<file path="src/hw/rtl/mp2_pkg.sv">
// Package for the 2x2 stride-2 max pooling unit: sizes, register codes and
// the structs passed between the sequencer and the pooling datapath.
// No dependencies.
package mp2_pkg;

   localparam int DATA_W        = 16;
   localparam int MAX_IN_WIDTH  = 256;
   localparam int MAX_INNER     = 16;
   localparam int MAX_IN_HEIGHT = 4096;
   localparam int LINE_DEPTH    = (MAX_IN_WIDTH / 2) * MAX_INNER;
   localparam int LINE_AW       = $clog2(LINE_DEPTH);

   localparam int CHAN_W  = 4;
   localparam int COL_W   = 8;
   localparam int ROW_W   = 12;
   localparam int PLANE_W = 16;

   localparam int IN_WIDTH_W  = 9;
   localparam int IN_HEIGHT_W = 13;
   localparam int OUT_WIDTH_W = 8;
   localparam int OUT_HEIGHT_W = 12;
   localparam int INNER_W     = 5;
   localparam int PLANES_W    = 16;

   localparam int CSR_IDX_W  = 3;
   localparam int CSR_DATA_W = 16;

   localparam logic [CSR_IDX_W-1:0] REG_IN_WIDTH       = 3'd0;
   localparam logic [CSR_IDX_W-1:0] REG_IN_HEIGHT      = 3'd1;
   localparam logic [CSR_IDX_W-1:0] REG_OUT_WIDTH      = 3'd2;
   localparam logic [CSR_IDX_W-1:0] REG_OUT_HEIGHT     = 3'd3;
   localparam logic [CSR_IDX_W-1:0] REG_INNER_CHANNELS = 3'd4;
   localparam logic [CSR_IDX_W-1:0] REG_PLANE_COUNT    = 3'd5;

   typedef struct packed {
      logic [IN_WIDTH_W-1:0]   in_width;
      logic [IN_HEIGHT_W-1:0]  in_height;
      logic [OUT_WIDTH_W-1:0]  out_width;
      logic [OUT_HEIGHT_W-1:0] out_height;
      logic [INNER_W-1:0]      inner_channels;
      logic [PLANES_W-1:0]     plane_count;
   } cfg_type;

   typedef struct packed {
      logic                     valid;
      logic signed [DATA_W-1:0] sample;
      logic [CHAN_W-1:0]        chan;
      logic [LINE_AW-1:0]       idx;
      logic                     act;
      logic                     odd_col;
      logic                     odd_row;
      logic                     fin;
   } item_type;

endpackage

</file>
<file path="src/hw/rtl/mp2_seq.sv">
// Stream position sequencer and input register for the max pooling unit.
// Depends on mp2_pkg.
module mp2_seq (
   input  logic                             clock,
   input  logic                             reset,
   input  mp2_pkg::cfg_type                 cfg,
   input  logic                             adv,
   input  logic                             req_valid,
   input  logic signed [mp2_pkg::DATA_W-1:0] req_sample,
   output mp2_pkg::item_type                s1
);
   import mp2_pkg::*;

   logic [CHAN_W-1:0]  chan_ff, chan_in;
   logic [COL_W-1:0]   col_ff, col_in;
   logic [ROW_W-1:0]   row_ff, row_in;
   logic [PLANE_W-1:0] plane_ff, plane_in;
   item_type           s1_ff, s1_in;

   logic [INNER_W-1:0]      ic;
   logic [IN_WIDTH_W-1:0]   iw;
   logic [IN_HEIGHT_W-1:0]  ih;
   logic [PLANES_W-1:0]     pc;
   logic [OUT_WIDTH_W-1:0]  iw_half, ow;
   logic [OUT_HEIGHT_W-1:0] ih_half, oh;
   logic [IN_WIDTH_W-1:0]   ow2;
   logic [IN_HEIGHT_W-1:0]  oh2;
   logic                    accept;
   logic                    chan_last, col_last, row_last, plane_last;

   always_comb begin
      if (cfg.inner_channels == '0) begin
         ic = INNER_W'(1);
      end else if (cfg.inner_channels > INNER_W'(MAX_INNER)) begin
         ic = INNER_W'(MAX_INNER);
      end else begin
         ic = cfg.inner_channels;
      end
      if (cfg.in_width == '0) begin
         iw = IN_WIDTH_W'(1);
      end else if (cfg.in_width > IN_WIDTH_W'(MAX_IN_WIDTH)) begin
         iw = IN_WIDTH_W'(MAX_IN_WIDTH);
      end else begin
         iw = cfg.in_width;
      end
      if (cfg.in_height == '0) begin
         ih = IN_HEIGHT_W'(1);
      end else if (cfg.in_height > IN_HEIGHT_W'(MAX_IN_HEIGHT)) begin
         ih = IN_HEIGHT_W'(MAX_IN_HEIGHT);
      end else begin
         ih = cfg.in_height;
      end
      pc = (cfg.plane_count == '0) ? PLANES_W'(1) : cfg.plane_count;
   end

   assign iw_half = iw[IN_WIDTH_W-1:1];
   assign ih_half = ih[IN_HEIGHT_W-1:1];
   assign ow      = (cfg.out_width < iw_half) ? cfg.out_width : iw_half;
   assign oh      = (cfg.out_height < ih_half) ? cfg.out_height : ih_half;
   assign ow2     = {ow, 1'b0};
   assign oh2     = {oh, 1'b0};

   assign accept     = req_valid & adv;
   assign chan_last  = ({1'b0, chan_ff} + INNER_W'(1)) >= ic;
   assign col_last   = ({1'b0, col_ff} + IN_WIDTH_W'(1)) >= iw;
   assign row_last   = ({1'b0, row_ff} + IN_HEIGHT_W'(1)) >= ih;
   assign plane_last = ({1'b0, plane_ff} + (PLANES_W + 1)'(1)) >= {1'b0, pc};

   always_comb begin
      chan_in  = chan_ff;
      col_in   = col_ff;
      row_in   = row_ff;
      plane_in = plane_ff;
      if (accept) begin
         if (chan_last) begin
            chan_in = '0;
            if (col_last) begin
               col_in = '0;
               if (row_last) begin
                  row_in   = '0;
                  plane_in = plane_last ? '0 : plane_ff + PLANE_W'(1);
               end else begin
                  row_in = row_ff + ROW_W'(1);
               end
            end else begin
               col_in = col_ff + COL_W'(1);
            end
         end else begin
            chan_in = chan_ff + CHAN_W'(1);
         end
      end
   end

   always_comb begin
      s1_in         = s1_ff;
      s1_in.valid   = s1_ff.valid;
      if (adv) begin
         s1_in.valid   = req_valid;
         s1_in.sample  = req_sample;
         s1_in.chan    = chan_ff;
         s1_in.idx     = LINE_AW'(col_ff[COL_W-1:1]) * LINE_AW'(ic) + LINE_AW'(chan_ff);
         s1_in.act     = ({1'b0, row_ff} < oh2) && ({1'b0, col_ff} < ow2) &&
                         ({1'b0, chan_ff} < ic);
         s1_in.odd_col = col_ff[0];
         s1_in.odd_row = row_ff[0];
         s1_in.fin     = (plane_ff == pc - PLANES_W'(1)) &&
                         ({1'b0, row_ff} == oh2 - IN_HEIGHT_W'(1)) &&
                         ({1'b0, col_ff} == ow2 - IN_WIDTH_W'(1)) &&
                         ({1'b0, chan_ff} == ic - INNER_W'(1));
      end
   end

   always_ff @(posedge clock) begin
      if (reset) begin
         chan_ff        <= '0;
         col_ff         <= '0;
         row_ff         <= '0;
         plane_ff       <= '0;
         s1_ff.valid    <= 1'b0;
      end else begin
         chan_ff        <= chan_in;
         col_ff         <= col_in;
         row_ff         <= row_in;
         plane_ff       <= plane_in;
         s1_ff.valid    <= s1_in.valid;
      end
      s1_ff.sample  <= s1_in.sample;
      s1_ff.chan    <= s1_in.chan;
      s1_ff.idx     <= s1_in.idx;
      s1_ff.act     <= s1_in.act;
      s1_ff.odd_col <= s1_in.odd_col;
      s1_ff.odd_row <= s1_in.odd_row;
      s1_ff.fin     <= s1_in.fin;
   end

   assign s1 = s1_ff;

endmodule

</file>
<file path="config.mk">
export PLATFORM = sky130hd
export DESIGN_NAME = mp2_seq
export DESIGN_NICKNAME = d
export VERILOG_FILES = /design/src/hw/rtl/mp2_pkg.sv /design/src/hw/rtl/mp2_seq.sv
export SDC_FILE = /design/constraint.sdc
export NUM_CORES = 1
export LEC_CHECK = 0
export ABC_AREA = 1
export ABC_CLOCK_PERIOD_IN_PS = 4450
export BUFFER_PORTS_ARGS = -buffer_cell sky130_fd_sc_hd__buf_4
export CAP_MARGIN = 0
export CORE_UTILIZATION = 43
export DETAILED_ROUTE_END_ITERATION = 12
export PLACE_DENSITY = 0.65
export SYNTH_ARGS = -nofsm -noshare
export SYNTH_HDL_FRONTEND = slang
export SYNTH_SLANG_ARGS = --single-unit
export TNS_END_PERCENT = 100
</file>
<file path="constraint.sdc">
create_clock -name clock -period 4.45 [get_ports clock]
set_input_delay 0.445 -clock clock [delete_from_list [all_inputs] [get_ports clock]]
set_output_delay 0.445 -clock clock [all_outputs]
set_load 0.005 [all_outputs]
</file>
Word-level counts from Yosys, hierarchy flattened:

Cells that the tools add are included.

* register bits after elaboration: 76
* input bits: 83
* output and inout bits: 36
* word-level logic and storage cells: 68

* add/subtract/negate cells: 13
* $mul: 1
* magnitude comparators: 12
* eq/ne operators: 4
* multiplexer cells: 13
* bitwise gates (word level): 1
* reduce and logical (&&, ||, !) cells: 12

Operators with widths (number)
* 16-bit two-way mux: 2
* 13-bit two-way mux: 2
* 12-bit two-way mux: 2
* 9-bit two-way mux: 2
* 16-bit by 1-bit adder with 17-bit output, second input constant: 1
* 17-bit by 16-bit >= comparator with 1-bit output: 1
* 16-bit by 1-bit adder with 16-bit output, second input constant: 1
* 16-bit equality test: 1
* 16-bit logical NOT: 1
* 8-bit two-way mux: 2
* 16-bit by 1-bit subtractor with 16-bit output, second input constant: 1
* 12-bit by 1-bit adder with 13-bit output, second input constant: 1
* 12-bit by 13-bit equality test with 1-bit output: 1
* 13-bit >= comparator: 1
* 13-bit > comparator, second input constant: 1
* 13-bit logical NOT: 1
* 12-bit by 13-bit < comparator with 1-bit output: 1
* 13-bit by 1-bit subtractor with 13-bit output, second input constant: 1
* 12-bit by 1-bit adder with 12-bit output, second input constant: 1
* 12-bit < comparator: 1
* 11-bit by 4-bit adder with 11-bit output: 1
* 7-bit by 5-bit multiplier with 11-bit output: 1
* 5-bit two-way mux: 2
* 8-bit by 1-bit adder with 9-bit output, second input constant: 1
* other kinds (22): 26

Longest topological paths before layout:

* depth in word-level cells: 10
* depth in mapped cells: 37
* depth with buffers taken out: 36

Worst setup path after synthesis:

Ideal clock, no wire load.

* kind: input to register
* from: input cfg[47] (netlist name)
* to: register s1_ff, in the netlist s1[0] (data pin)
* setup time: 0.135 ns
* data arrival time: 4.057 ns
* required time: 4.315 ns
* slack: 0.258 ns
* cell stages on the path: 35
* buffers on the path: 2
* path through: nor2_1 > nand2_1 > nor2_1 > nand2_1 > nand2_2 > clkbuf_1 > nand2_1 > ha_1 > a21oi_1 > o21a_1 > o221a_2 > buf_2 > nand3_1 > nand2_2 > inv_2 > ha_1 > inv_1 > nand2_1 > nor2_1 > nand2_1 > nor2_1 > nand2_1 > nor2_1 > nand2_1 > nor2_1 > nand2_1 > nor2_1 > nand3_1 > nor2_1 > nand3_1 > nor3_2 > nand3_1 > nor2_1 > nand3_1 > nor2_2

* longest elaborated chain between the ends: 10
* elaborated cells on any way between the ends: 11
* those cells by class: 1 x add/sub; 2 x order compare; 1 x eq/ne; 3 x mux; 4 x reduce/logical

RTL lines
* start: declaration: line mp2_seq.sv:6 `input mp2_pkg::cfg_type cfg,`
* 13-bit > comparator: line mp2_seq.sv:48 `end else if (cfg.in_height > IN_HEIGHT_W'(MAX_IN_HEIGHT)) begin`
* 13-bit two-way mux: line mp2_seq.sv:48
* 13-bit two-way mux (*): line mp2_seq.sv:46 `if (cfg.in_height == '0) begin`
* 12-bit < comparator: line mp2_seq.sv:59 `assign oh = (cfg.out_height < ih_half) ? cfg.out_height : ih_half;`
* 12-bit two-way mux (*): line mp2_seq.sv:59
* 13-bit by 1-bit subtractor with 13-bit output (*): line mp2_seq.sv:107 `({1'b0, row_ff} == oh2 - IN_HEIGHT_W'(1)) &&`
* 12-bit by 13-bit equality test with 1-bit output (*): line mp2_seq.sv:107
* 1-bit logical AND (*): line mp2_seq.sv:106 `s1_in.fin = (plane_ff == pc - PLANES_W'(1)) &&`
* 1-bit logical AND (*): line mp2_seq.sv:107
* 1-bit logical AND (*): line mp2_seq.sv:108 `({1'b0, col_ff} == ow2 - IN_WIDTH_W'(1)) &&`
* end: declaration: line mp2_seq.sv:18 `item_type s1_ff, s1_in;`

Mark *: on every way between the ends. The rest lies on a longest branch, timed or not.
A chain may end at the register's enable or synchronous reset.

Worst setup path after layout:

* from: input cfg[58] (netlist name)
* to: register s1_ff, in the netlist s1[0] (data pin)

* longest elaborated chain between the ends: 9
* elaborated cells on any way between the ends: 10
* those cells by class: 1 x add/sub; 2 x order compare; 1 x eq/ne; 3 x mux; 3 x reduce/logical

RTL lines
* 9-bit > comparator: line mp2_seq.sv:41 `end else if (cfg.in_width > IN_WIDTH_W'(MAX_IN_WIDTH)) begin`
* 9-bit two-way mux: line mp2_seq.sv:41
* 9-bit two-way mux (*): line mp2_seq.sv:39 `if (cfg.in_width == '0) begin`
* 8-bit < comparator: line mp2_seq.sv:58 `assign ow = (cfg.out_width < iw_half) ? cfg.out_width : iw_half;`
* 8-bit two-way mux (*): line mp2_seq.sv:58
* 9-bit by 1-bit subtractor with 9-bit output (*): line mp2_seq.sv:108
* 8-bit by 9-bit equality test with 1-bit output (*): line mp2_seq.sv:108
* 1-bit logical AND (*): line mp2_seq.sv:107
* 1-bit logical AND (*): line mp2_seq.sv:108

Marked as above.

==> impl_results.md <==
* PortBufs at 118
* Cts repair resizes at 0
* CP top delay family: simple AND/OR/NAND/NOR gates
* Post-placement cell count at between 1k and 1.5k
* Postcts setup bufs at 0
* Finished Core Util at 0.5285
* Yosys warns at 0
* Post-synth ARST share at 0
* Antenna Cells at 0
* Initial core utilization at 0.4460
* Reg clk slew, reported paths at 0.07 ns
* Initial antenna violation count at 0
* Final Wtd Congestion at 0.9193
* Syn_area_per_cell at 7.147 um2
* EDFF count, synth at 35
* Hold Fails Final Rpt at 0
* Setup Skew at 0.009549 ns
* CP Max Fanout at 6
* Hpwl dp at roughly 17 mm
* CP Depth at 32
* Nets at 1479
* Post-Syn Instances at around 1.1k
* CTS tree: built
* Sequential-to-total area share from yosys stat at 0.2297
* Post-route setup TNS at 0 ns
* Worst Path Required at 4.67 ns
* Gr usage total at 0.2235
* Worst rel slew slack at 0.6372
* WP data arrival at between 4 and 5 ns
* Period Utilization, post-route at 0.8911
* Design area at 0.009656 mm2
* Crit path kind: in -> reg
* Slowest cell on crit path: ha_1
* Die width at around 140 um
* Non-filler instance count after layout at 1498
* Status: finished, final reports clean
* Root Driver: clkbuf_16
* DRT iter0 DRCs at 429
* Die Area at about 0.020 mm2
* Fmax at around 0.25 GHz
* H-tree levels at 3
* Hold Crit Depth at 1
* Reg2reg setup slack at 0.59 ns
* Final Setup Violations at 0
* Most common cell after layout, fill and taps aside: nand2_1
* Worst setup EP type: flop
* Startpoint Class: primary input
* Top-level I/O count at between 100 and 150
* Final WL at 21.24 mm
* Most used cell, CP: nand2_1
* Final Max Tran Viols at 0
* Worst reg2reg path depth at 19
* DRC at 0
* Sink Count at 76
* Die Y at 139.7 um
* Max incr delay on CP at between 0.3 and 0.4 ns
* Vias at 7638
* WP buf/inv at 2
* Vias per cell at ~5.1
* Place WS at -0.03414 ns
* Most frequent cells in the layout: nand2_1 (277), inv_1 (167), buf_4 (130)
* Post-Syn Nets at 1355
* Largest net degree at the start of global routing at 38
* Vias in the first global route at ~7k
* Worst-Skew Late Latency at 0.35 ns
* Worst setup slack after layout at ~0.48 ns
* #FFs+latches synth at 76
* Max Root-Sink Buffers at 2
* Lkg Pwr at 0.004971 uW
* Distinct cells, synth at 48
* Synthesized area at ~0.0081 mm2
* Layout cell share with drive strength beyond 1 at 0.1489
* First-pass GRT wire length at 34.89 mm
* Max cap viols at 0
* Row count at 49
* First-pass DRT Iterations at 5
* Total power divided by cell area at 219.8 mW/mm2
* Placed inst area at a little over 0.009 mm2
* RSZ-0062 raised after global routing: false
* Post-layout min period at a little under 4 ns
* Synth Flop Type: dfxtp_1
* Area growth, synth to finish at 18.50%
* DR WL/cell at 14.18 um
* Max VDD drop at approximately 0.00018 V
* Core box area at ~0.018 mm2
* CTS Hold Buffers Added at 0
* ANT nets after route at 0
* Hold crit path type: in -> reg
* CTS Buf Count at 9
* Worst-margin pin slew at approximately 0.54 ns
* Residual overflow from global routing at 0
## cells by family (layout without fill, tap and decap cells)
group | Yosys count | after routing | share of synthesized area
AO/OA/AOI/OAI | 136 | 136 | 0.09721
XOR/XNOR | 59 | 59 | 0.06849
adder cells (fa/ha/maj) | 132 | 132 | 0.2193
buffers and inverters | 191 | 320 | 0.09214
flip-flops | 76 | 76 | 0.2297
AND/OR/NAND/NOR | 546 | 546 | 0.2931
## state kept, by name (all words and copies together) (netlist names)
| signal | count |
|---|---|
| col_ff | 8 |
| row_ff | 12 |
| plane_ff | 16 |
| chan_ff | 4 |
| s1 | 36 |
## worst register-to-register path, stage by stage, from the launching register on
cell and delay (ns):
dfxtp_1 0.35, ha_1 0.17, nand2_1 0.08, inv_1 0.12
nand4_1 0.16, nor2_1 0.13, nand2_1 0.10, nor3_1 0.21
xor2_1 0.40, inv_1 0.13, ha_1 0.37, a21oi_1 0.17
o21ai_0 0.11, a21oi_1 0.12, nand3_1 0.15, clkinv_1 0.09
nor2_1 0.05, inv_2 0.22, nand2_1 0.33, o21ai_0 0.29
## synthesized netlist by cell type (2+ instances only)
master | count | share of area
nand2_2 | 12 | 0.0092
nand2_1 | 278 | 0.13
nand4_1 | 20 | 0.015
nor2_4 | 6 | 0.0083
o221ai_1 | 2 | 0.0022
nor4_1 | 4 | 0.0031
nand3_1 | 71 | 0.044
buf_6 | 2 | 0.0028
nor3_1 | 14 | 0.0086
xnor2_1 | 8 | 0.0086
ha_1 | 114 | 0.18
dfxtp_1 | 41 | 0.10
nand3b_1 | 10 | 0.0092
a211oi_1 | 12 | 0.011
a21o_1 | 2 | 0.0018
a22oi_1 | 3 | 0.0028
nand2_4 | 4 | 0.0055
fa_1 | 18 | 0.044
o21a_1 | 4 | 0.0037
clkinv_1 | 3 | 0.0014
o21ai_2 | 2 | 0.0022
buf_2 | 3 | 0.0018
xnor3_1 | 3 | 0.0083
clkbuf_1 | 9 | 0.0041
edfxtp_1 | 35 | 0.13
o21ai_1 | 6 | 0.0037
xor2_1 | 48 | 0.052
o221a_2 | 2 | 0.0028
o21ai_0 | 29 | 0.018
nor2_2 | 2 | 0.0015
o21bai_1 | 4 | 0.0037
inv_2 | 4 | 0.0018
inv_1 | 167 | 0.077
a21oi_1 | 61 | 0.037
o22ai_1 | 5 | 0.0038
nor2_1 | 120 | 0.055
## stage by stage
stage	total power (uW)	hold WS, ns
after global placement	1388	0.4660
after CTS	2131	0.2545
after detailed placement	1398	0.4755
after floorplan	1172	0.4552
final	2123	0.2653
after global routing	2246	0.2538
## layer usage
metal,vias to the layer above,wire length (um),global-route usage
met5,-,0,0
met4,0,386,0.06478
met3,26,911,0.03131
met2,170,9686,0.3727
met1,3468,10260,0.3001
li1,3974,-,-
## power by group
| part | internal (uW) | total (uW) | switching (uW) | leakage (uW) |
|---|---|---|---|---|
| registers | 761 | 783 | 21.8 | 0.000681 |
| clock network | 387 | 731 | 344 | 0.000138 |
| logic | 248 | 609 | 360 | 0.00415 |
## path summary, 6_finish.rpt
kind,start,endpoint
setup / recovery,cfg[58],s1[0]
hold / removal,req_sample[3],s1[22]
setup reg to reg,row_ff[0],plane_ff[3]
hold reg to reg,s1[35],s1[35]
## final cells by class
cell class | count | area (um2)
Tap cell | 229 | 286.5
Multi-Input combinational cell | 873 | 5584
Fill cell | 1862 | 8615
Clock buffer | 9 | 225.2
Clock inverter | 7 | 58.81
Timing Repair Buffer | 130 | 975.9
Sequential cell | 76 | 1872
Inverter | 174 | 653.1
(Power assumes the default switching activity.)
